**config.mk**
```make
export PLATFORM = sky130hd
export DESIGN_NAME = alarm_timer_table_unit
export DESIGN_NICKNAME = d
export VERILOG_FILES = /design/src/rtl/core/att_pkg.sv /design/src/rtl/core/att_ctrl.sv /design/src/rtl/core/att_dpath.sv /design/src/rtl/core/alarm_timer_table_unit.sv
export SDC_FILE = /design/constraint.sdc
export NUM_CORES = 1
export LEC_CHECK = 0
export ABC_AREA = 1
export BUFFER_PORTS_ARGS = -buffer_cell sky130_fd_sc_hd__buf_2
export CAP_MARGIN = 0
export CORE_MARGIN = 1
export CORE_UTILIZATION = 55
export CTS_CLUSTER_DIAMETER = 50
export DETAILED_ROUTE_END_ITERATION = 16
export GPL_ROUTABILITY_DRIVEN = 0
export PLACE_DENSITY = 0.72
export SLEW_MARGIN = 15
export SYNTH_ARGS = -nofsm -noshare
export SYNTH_HDL_FRONTEND = slang
export SYNTH_SLANG_ARGS = --single-unit
```
**constraint.sdc**
```tcl
create_clock -name clock -period 9.4 [get_ports clock]
set_clock_uncertainty 0.2 [all_clocks]
set_input_delay 1.88 -clock clock [delete_from_list [all_inputs] [get_ports clock]]
set_output_delay 1.88 -clock clock [all_outputs]
set_load 0.01 [all_outputs]
```
**src/rtl/core/att_pkg.sv**
```systemverilog
// Shared types and constants for the alarm timer table.
// Holds the request/result payloads and the controller-datapath command/status structs.
// No dependencies.
package att_pkg;

   localparam int DEF_NUM_SLOTS  = 4;
   localparam int DEF_NUM_EVENTS = 16;

   localparam int EVENT_W = 4;
   localparam int COUNT_W = 31;
   localparam int AUX_W   = 32;

   localparam logic KIND_TICK = 1'b0;
   localparam logic KIND_SET  = 1'b1;

   typedef struct packed {
      logic               kind;
      logic [EVENT_W-1:0] event_id;
      logic               periodic;
      logic [COUNT_W-1:0] delay_ticks;
      logic [AUX_W-1:0]   aux_data;
   } req_type;

   typedef struct packed {
      logic [EVENT_W-1:0] fired_event;
      logic [AUX_W-1:0]   fired_aux;
      logic               overflow;
      logic               last;
   } rsp_type;

   // Commands from the controller to the datapath.
   typedef struct packed {
      logic load;
      logic do_set;
      logic do_scan;
      logic do_flush;
   } cmd_type;

   // Status from the datapath to the controller.
   typedef struct packed {
      logic is_tick;
      logic scan_fire;
      logic pend_valid;
      logic out_free;
   } sts_type;

endpackage

```
**src/rtl/core/att_ctrl.sv**
```systemverilog
// Controller state machine for the alarm timer table.
// Sequences accept, set, slot scan and result flush; depends on att_pkg.
module att_ctrl #(
   parameter int NUM_SLOTS = att_pkg::DEF_NUM_SLOTS,
   parameter int SW        = (NUM_SLOTS > 1) ? $clog2(NUM_SLOTS) : 1
) (
   input  logic              clock,
   input  logic              reset,
   input  logic              req_valid,
   output logic              req_stall,
   input  att_pkg::sts_type  sts,
   output att_pkg::cmd_type  cmd,
   output logic [SW-1:0]     slot_idx
);
   import att_pkg::*;

   localparam logic [1:0] ST_IDLE  = 2'd0;
   localparam logic [1:0] ST_SET   = 2'd1;
   localparam logic [1:0] ST_SCAN  = 2'd2;
   localparam logic [1:0] ST_FLUSH = 2'd3;

   localparam logic [SW-1:0] LAST_IDX = SW'(NUM_SLOTS - 1);

   logic [1:0]    state_ff, state_in;
   logic [SW-1:0] idx_ff, idx_in;
   logic          step;

   assign req_stall = (state_ff != ST_IDLE);
   assign slot_idx  = idx_ff;

   // A scan step waits only when a second result must displace a pending one
   // and the output register cannot take it.
   assign step = !(sts.scan_fire && sts.pend_valid && !sts.out_free);

   always_comb begin
      state_in     = state_ff;
      idx_in       = idx_ff;
      cmd          = '0;
      unique case (state_ff)
         ST_IDLE: begin
            if (req_valid) begin
               cmd.load = 1'b1;
               state_in = ST_SET;
            end
         end
         ST_SET: begin
            if (sts.is_tick) begin
               idx_in   = '0;
               state_in = ST_SCAN;
            end else begin
               cmd.do_set = 1'b1;
               state_in   = ST_FLUSH;
            end
         end
         ST_SCAN: begin
            if (step) begin
               cmd.do_scan = 1'b1;
               if (idx_ff == LAST_IDX) begin
                  state_in = ST_FLUSH;
               end else begin
                  idx_in = idx_ff + 1'b1;
               end
            end
         end
         ST_FLUSH: begin
            if (!sts.pend_valid) begin
               state_in = ST_IDLE;
            end else if (sts.out_free) begin
               cmd.do_flush = 1'b1;
               state_in     = ST_IDLE;
            end
         end
         default: state_in = ST_IDLE;
      endcase
   end

   always_ff @(posedge clock) begin
      if (reset) begin
         state_ff <= ST_IDLE;
         idx_ff   <= '0;
      end else begin
         state_ff <= state_in;
         idx_ff   <= idx_in;
      end
   end

endmodule

```
**src/rtl/core/att_dpath.sv**
```systemverilog
// Datapath for the alarm timer table: slot table, event map, pending and output registers.
// Acts on commands from att_ctrl; depends on att_pkg.
module att_dpath #(
   parameter int NUM_SLOTS  = att_pkg::DEF_NUM_SLOTS,
   parameter int NUM_EVENTS = att_pkg::DEF_NUM_EVENTS,
   parameter int SW         = (NUM_SLOTS > 1) ? $clog2(NUM_SLOTS) : 1
) (
   input  logic              clock,
   input  logic              reset,
   input  att_pkg::req_type  req_data,
   input  att_pkg::cmd_type  cmd,
   input  logic [SW-1:0]     slot_idx,
   output att_pkg::sts_type  sts,
   output logic              rsp_valid,
   input  logic              rsp_stall,
   output att_pkg::rsp_type  rsp_data
);
   import att_pkg::*;

   localparam int EW = $clog2(NUM_EVENTS);

   // Slot table.
   logic               slot_busy_ff    [NUM_SLOTS];
   logic               slot_busy_in    [NUM_SLOTS];
   logic               slot_repeats_ff [NUM_SLOTS];
   logic               slot_repeats_in [NUM_SLOTS];
   logic [COUNT_W-1:0] slot_count_ff   [NUM_SLOTS];
   logic [COUNT_W-1:0] slot_count_in   [NUM_SLOTS];
   logic [COUNT_W-1:0] slot_period_ff  [NUM_SLOTS];
   logic [COUNT_W-1:0] slot_period_in  [NUM_SLOTS];
   logic [EVENT_W-1:0] slot_event_ff   [NUM_SLOTS];
   logic [EVENT_W-1:0] slot_event_in   [NUM_SLOTS];
   logic [AUX_W-1:0]   slot_aux_ff     [NUM_SLOTS];
   logic [AUX_W-1:0]   slot_aux_in     [NUM_SLOTS];

   // Event to slot map.
   logic               map_valid_ff [NUM_EVENTS];
   logic               map_valid_in [NUM_EVENTS];
   logic [SW-1:0]      map_slot_ff  [NUM_EVENTS];
   logic [SW-1:0]      map_slot_in  [NUM_EVENTS];

   req_type            req_ff, req_in;
   rsp_type            pend_ff, pend_in;
   logic               pend_valid_ff, pend_valid_in;
   rsp_type            out_ff, out_in;
   logic               out_valid_ff, out_valid_in;

   logic               ev_ok;
   logic [EW-1:0]      ev_idx;
   logic               hit;
   logic [SW-1:0]      hit_slot;
   logic               free_found;
   logic [SW-1:0]      free_slot;
   logic               is_clear;
   logic [COUNT_W-1:0] cnt_next;
   logic               fire;
   logic               out_free;
   logic               push;
   rsp_type            push_data;
   rsp_type            fire_res;

   assign ev_ok    = (32'(req_ff.event_id) < NUM_EVENTS);
   assign ev_idx   = EW'(req_ff.event_id);
   assign hit      = ev_ok && map_valid_ff[ev_idx];
   assign hit_slot = map_slot_ff[ev_idx];
   assign is_clear = (req_ff.delay_ticks == '0) && !req_ff.periodic;

   assign cnt_next = slot_count_ff[slot_idx] + 1'b1;
   assign fire     = slot_busy_ff[slot_idx] && (cnt_next >= slot_period_ff[slot_idx]);
   assign out_free = !out_valid_ff || !rsp_stall;

   assign sts.is_tick    = (req_ff.kind == KIND_TICK);
   assign sts.scan_fire  = fire;
   assign sts.pend_valid = pend_valid_ff;
   assign sts.out_free   = out_free;

   assign rsp_valid = out_valid_ff;
   assign rsp_data  = out_ff;

   always_comb begin
      free_found = 1'b0;
      free_slot  = '0;
      for (int i = NUM_SLOTS - 1; i >= 0; i--) begin
         if (!slot_busy_ff[i]) begin
            free_found = 1'b1;
            free_slot  = SW'(i);
         end
      end
   end

   always_comb begin
      fire_res.fired_event = slot_event_ff[slot_idx];
      fire_res.fired_aux   = slot_aux_ff[slot_idx];
      fire_res.overflow    = 1'b0;
      fire_res.last        = 1'b0;
   end

   always_comb begin
      slot_busy_in    = slot_busy_ff;
      slot_repeats_in = slot_repeats_ff;
      slot_count_in   = slot_count_ff;
      slot_period_in  = slot_period_ff;
      slot_event_in   = slot_event_ff;
      slot_aux_in     = slot_aux_ff;
      map_valid_in    = map_valid_ff;
      map_slot_in     = map_slot_ff;
      req_in          = req_ff;
      pend_in         = pend_ff;
      pend_valid_in   = pend_valid_ff;
      push            = 1'b0;
      push_data       = pend_ff;

      if (cmd.load) begin
         req_in = req_data;
      end

      if (cmd.do_set && ev_ok) begin
         if (is_clear) begin
            if (hit) begin
               map_valid_in[ev_idx]      = 1'b0;
               slot_busy_in[hit_slot]    = 1'b0;
               slot_repeats_in[hit_slot] = 1'b0;
               slot_count_in[hit_slot]   = '0;
               slot_event_in[hit_slot]   = '0;
               slot_aux_in[hit_slot]     = '0;
            end
         end else if (hit) begin
            slot_count_in[hit_slot]   = '0;
            slot_aux_in[hit_slot]     = req_ff.aux_data;
            slot_repeats_in[hit_slot] = req_ff.periodic;
            slot_period_in[hit_slot]  = req_ff.delay_ticks;
         end else if (free_found) begin
            slot_busy_in[free_slot]    = 1'b1;
            slot_event_in[free_slot]   = req_ff.event_id;
            slot_aux_in[free_slot]     = req_ff.aux_data;
            slot_repeats_in[free_slot] = req_ff.periodic;
            slot_period_in[free_slot]  = req_ff.delay_ticks;
            map_valid_in[ev_idx]       = 1'b1;
            map_slot_in[ev_idx]        = free_slot;
         end else begin
            pend_in.fired_event = '0;
            pend_in.fired_aux   = '0;
            pend_in.overflow    = 1'b1;
            pend_in.last        = 1'b0;
            pend_valid_in       = 1'b1;
         end
      end

      if (cmd.do_scan && slot_busy_ff[slot_idx]) begin
         if (fire) begin
            // A newer result proves the pending one is not the last.
            if (pend_valid_ff) begin
               push           = 1'b1;
               push_data      = pend_ff;
               push_data.last = 1'b0;
            end
            pend_in       = fire_res;
            pend_valid_in = 1'b1;
            if (slot_repeats_ff[slot_idx]) begin
               slot_count_in[slot_idx] = '0;
            end else begin
               map_valid_in[EW'(slot_event_ff[slot_idx])] = 1'b0;
               slot_busy_in[slot_idx]    = 1'b0;
               slot_repeats_in[slot_idx] = 1'b0;
               slot_count_in[slot_idx]   = '0;
               slot_event_in[slot_idx]   = '0;
               slot_aux_in[slot_idx]     = '0;
            end
         end else begin
            slot_count_in[slot_idx] = cnt_next;
         end
      end

      if (cmd.do_flush) begin
         push           = 1'b1;
         push_data      = pend_ff;
         push_data.last = 1'b1;
         pend_valid_in  = 1'b0;
      end
   end

   always_comb begin
      out_in       = out_ff;
      out_valid_in = out_valid_ff;
      if (push) begin
         out_in       = push_data;
         out_valid_in = 1'b1;
      end else if (out_valid_ff && !rsp_stall) begin
         out_valid_in = 1'b0;
      end
   end

   always_ff @(posedge clock) begin
      if (reset) begin
         for (int i = 0; i < NUM_SLOTS; i++) begin
            slot_busy_ff[i]    <= 1'b0;
            slot_repeats_ff[i] <= 1'b0;
            slot_count_ff[i]   <= '0;
            slot_event_ff[i]   <= '0;
            slot_aux_ff[i]     <= '0;
         end
         for (int e = 0; e < NUM_EVENTS; e++) begin
            map_valid_ff[e] <= 1'b0;
         end
         pend_valid_ff <= 1'b0;
         out_valid_ff  <= 1'b0;
      end else begin
         slot_busy_ff    <= slot_busy_in;
         slot_repeats_ff <= slot_repeats_in;
         slot_count_ff   <= slot_count_in;
         slot_event_ff   <= slot_event_in;
         slot_aux_ff     <= slot_aux_in;
         map_valid_ff    <= map_valid_in;
         pend_valid_ff   <= pend_valid_in;
         out_valid_ff    <= out_valid_in;
      end
   end

   // Payload registers carry no reset.
   always_ff @(posedge clock) begin
      slot_period_ff <= slot_period_in;
      map_slot_ff    <= map_slot_in;
      req_ff         <= req_in;
      pend_ff        <= pend_in;
      out_ff         <= out_in;
   end

endmodule

```
**src/rtl/core/alarm_timer_table_unit.sv**
```systemverilog
// Alarm timer table, top level. A tick request is decoded, then the scan loop visits one slot
// per cycle, then the last result is flushed and the controller returns to idle before the
// next request can be accepted. A set request is applied on decode and then flushed the same way.
// Either one takes longer only while rsp_stall keeps a result in the output register when
// another result has to move into it.
// Synchronous reset frees every slot and marks every event as having no alarm at once.
module alarm_timer_table_unit #(
   parameter int NUM_SLOTS  = att_pkg::DEF_NUM_SLOTS,
   parameter int NUM_EVENTS = att_pkg::DEF_NUM_EVENTS
) (
   input  logic              clock,
   input  logic              reset,
   input  logic              req_valid,
   output logic              req_stall,
   input  att_pkg::req_type  req_data,
   output logic              rsp_valid,
   input  logic              rsp_stall,
   output att_pkg::rsp_type  rsp_data
);
   import att_pkg::*;

   localparam int SW = (NUM_SLOTS > 1) ? $clog2(NUM_SLOTS) : 1;

   // The controller walks the request through load, set or scan, and flush. The
   // datapath owns all state; during a tick scan it keeps the newest fired result
   // pending so that the last flag can be set once the scan has ended.
   // Results leave through an output register, so a new request is taken while one waits.
   cmd_type       cmd;
   sts_type       sts;
   logic [SW-1:0] slot_idx;

   att_ctrl #(
      .NUM_SLOTS (NUM_SLOTS),
      .SW        (SW)
   ) u_ctrl (
      .clock     (clock),
      .reset     (reset),
      .req_valid (req_valid),
      .req_stall (req_stall),
      .sts       (sts),
      .cmd       (cmd),
      .slot_idx  (slot_idx)
   );

   att_dpath #(
      .NUM_SLOTS  (NUM_SLOTS),
      .NUM_EVENTS (NUM_EVENTS),
      .SW         (SW)
   ) u_dpath (
      .clock     (clock),
      .reset     (reset),
      .req_data  (req_data),
      .cmd       (cmd),
      .slot_idx  (slot_idx),
      .sts       (sts),
      .rsp_valid (rsp_valid),
      .rsp_stall (rsp_stall),
      .rsp_data  (rsp_data)
   );

endmodule

```
==> results.py <==
metrics = {
    "die": {
        "fp.dieH_um": 242,
        "start_util_pct": 55.9,
        "fp.dieArea_um2": 58500,
        "row_count": 87,
        "fp.dieW_um": 242,
        "num_io_pins": 113,
        "core_um2": 56600,
    },
    "synth": {
        "yosysSeqAreaShare_pct": 46.2,
        "synth_edf_count": 263,
        "synth_compound_area_share_pct": 10.6,
        "yosysMostFrequentCell": "nand2_1",
        "synth_top_family_by_area": "simple AND/OR/NAND/NOR gates",
        "synthArstFlopShare_pct": 0,
        "synth-adder-area-share_pct": 1.62,
        "synthFlopType": "dfxtp_1",
        "ys_types": 46,
        "synth_seq_cells": 599,
        "synth_cells": 4425,
        "synth_area_um2": 31600,
        "synth_top_area_share_pct": 25.0,
        "yosysWarnings": 0,
        "yosys.area_share.simple_pct": 31.9,
        "synthXorXnorAreaFrac_pct": 0.518,
        "muxShareOfSynthArea_pct": 0,
        "synth_area_leaders": "edfxtp_1 25%, dfxtp_1 21%, nand2_1 16%",
        "synth_nets": 4539,
        "synth_common_cells": "1309 x nand2_1, 598 x nor2_1, 428 x inv_1, 340 x a21oi_1, 336 x dfxtp_1",
        "synth_top_cell_by_area": "edfxtp_1",
        "avgSynthCellArea_um2": 7.15,
    },
    "hold_path": {
        "whs_endpoint": "u_dpath.rsp_data[2]",
        "holdCritPathClass": "flip-flop to flip-flop",
        "hold_path_depth": 0,
        "hold_start": "u_dpath.pend_ff[2]",
    },
    "sta": {
        "setup_tns_ps": 0,
        "worstMarginPinSlew_ps": 1200,
        "period_minus_slack_ps": 6770,
        "final_hold_viol_count": 0,
        "setup_viol": 0,
        "period_share_pct": 72.0,
        "slew-limit-headroom_pct": 19.9,
        "fmax_mhz": 148,
        "rsz0062_at_grt": "false",
        "finalMaxSlewViolations": 0,
    },
    "setup_path": {
        "cpMostUsedCell": "nand2_1",
        "r2r_slack_ps": 2630,
        "slowest_delay_ps": 710,
        "arrival_ps": 6730,
        "reg2reg_to": "u_dpath.rsp_data[7]",
        "cp_max_fo": 68,
        "slowest_stage": "buf_4",
        "cp_num_buf_inv": 3,
        "crit_path_end_kind": "flip-flop",
        "r2r_start": "u_ctrl.slot_idx[0]",
        "worstPathRequired_ps": 9360,
        "r2r_cells": 25,
        "cp_top_family": "simple AND/OR/NAND/NOR gates",
        "worst-setup-path-type": "flip-flop to flip-flop",
        "cp-start-kind": "flip-flop",
    },
    "power_and_ir_drop": {
        "switching_share_pct": 38.5,
        "p_total_mw": 9.30,
        "irDropWorstVdd_v": 0.000203,
        "clkPwrFrac_pct": 30.5,
        "leakagePower_nw": 14.4,
        "intPower_mw": 5.72,
        "combPwrFrac_pct": 34.5,
        "p_switching_mw": 3.58,
        "power_density_nw_per_um2": 267,
        "p_seq_share_pct": 35.0,
    },
    "finish": {
        "syn2layout_area_growth_pct": 10.0,
        "ff_latch_area_um2": 14600,
        "num-fill-cells": 5165,
        "layout-drive-gt1-share_pct": 8.55,
        "n_antenna_cell": 0,
        "final_nets": 4499,
        "multi_input_area_um2": 14300,
        "layout.cells.non_filler": 5201,
    },
    "detailed_routing": {
        "detail_route.vias_per_cell": 5.56,
        "wire_per_inst_um": 17.7,
        "vias": 28900,
        "drt_pass1_iterations": 6,
        "detailedRoute.firstIterationViolations": 3218,
        "drtAntennaViolNets": 0,
        "postRouteWirelength_um": 91800,
        "drc_errors": 0,
    },
    "clock_tree": {
        "worstSkewPairLatency_ps": 620,
        "clock-sinks": 599,
        "root_buffer": "clkbuf_16",
        "cts_setup_buffers": 0,
        "ctsResizeCount": 0,
        "cts_tree": "built",
        "cts_buffer_depth": 3,
        "htreeDepth": 3,
        "cts_buffers": 72,
        "cts_hold_buf": 0,
        "path_clk_slew_ps": 60,
    },
    "global_route": {
        "grt_usage_pct": 30.8,
        "grt_pass1_wl_um": 144000,
        "grt_max_degree": 245,
        "grt_pass1_vias": 26000,
        "antenna_found_initial": 0,
        "gr-total-overflow": 0,
    },
    "outcome": {
        "status": "completed",
    },
    "place": {
        "dp.cells": 5066,
        "numPortBuffers": 112,
        "hpwlAfterDp_um": 55500,
    },
    "run": {
        "maxCapViolations": 0,
    },
}
[worst max path at each step]
stage / startpoint / to / slack (ps) / cells after the start
2_1_floorplan: u_ctrl.slot_idx[0] / u_dpath.rsp_data[0] / 4450 / 26
4_1_cts: u_ctrl.slot_idx[0] / u_dpath.rsp_data[12] / 2720 / 25
6_report: u_ctrl.slot_idx[0] / u_dpath.rsp_data[7] / 2630 / 25
3_3_place_gp: u_ctrl.slot_idx[0] / u_dpath.rsp_data[11] / 2880 / 27
5_1_grt: u_ctrl.slot_idx[0] / u_dpath.rsp_data[11] / 1920 / 27
3_5_place_dp: u_ctrl.slot_idx[0] / u_dpath.rsp_data[12] / 2720 / 25
[metrics by stage]
stage               worst slack (ps)  utilization, %  cell area, µm²  hold WS, ps
global route                    1920            61.5           34800          250
finish                          2630            61.5           34800          231
global placement                2880            57.2           32400          215
CTS                             2720            61.5           34800          230
floorplan                       4450               -           31600          203
detailed placement              2720            57.2           32400          216
[cell usage in the layout, fill, tap and decap left out, types with 59 or more instances in the layout]
master     count
nand2_1     1306
a21oi_1      338
or2_2         59
inv_1        427
nand3_1      330
edfxtp_1     263
o21ai_0      211
buf_2        111
dfxtp_1      334
nor2_1       590
clkbuf_16     73
[registers in the layout (all words and copies together), names as in the netlist]
name	flops
u_ctrl.state_ff	2
u_dpath.rsp_data	38
u_ctrl.slot_idx	2
u_dpath.slot_busy_ff	4
u_dpath.map_slot_ff	32
u_dpath.slot_period_ff	124
u_dpath.pend_valid_ff	1
u_dpath.slot_repeats_ff	4
u_dpath.slot_aux_ff	128
u_dpath.slot_event_ff	16
u_dpath.req_ff	65
u_dpath.pend_ff	38
u_dpath.map_valid_ff	16
u_dpath.ev_idx	4
u_dpath.slot_count_ff	124
u_dpath.rsp_valid	1
[power groups by stage]
stage / registers [mW] / logic, mW / clock network [mW]
5_1_grt: 3.28 / 3.56 / 2.97
3_5_place_dp: 3.30 / 3.12 / 0
2_1_floorplan: 3.23 / 2.35 / 0
3_3_place_gp: 3.29 / 3.08 / 0
4_1_cts: 3.25 / 3.14 / 2.87
6_report: 3.25 / 3.21 / 2.84
[kinds of logic after synthesis]
| family | count (synthesis) |
|---|---|
| buf+inv | 709 |
| fa+ha+maj | 41 |
| xor+xnor | 17 |
| compound gates | 622 |
| flops | 599 |
| simple gates | 2437 |
[routing by layer]
layer / global-route usage (%) / up-vias / part of all wire [%]
li1: - / 14200 / -
met1: 44.6 / 13200 / 44
met2: 46.3 / 1413 / 43
met3: 6.17 / 163 / 11
met4: 9.29 / 0 / 2.3
met5: 0 / - / 0
[area by class of cell]
cell class / instances / share of cell area [%]
Clock buffer: 96 / 5.64
Clock inverter: 38 / 1.30
Inverter: 441 / 4.79
Multi-Input combinational cell: 3117 / 41.0
Sequential cell: 599 / 42.0
Tap cell: 756 / 2.72
Timing Repair Buffer: 154 / 2.59
No activity file was read; power rests on OpenSTA's default activity.
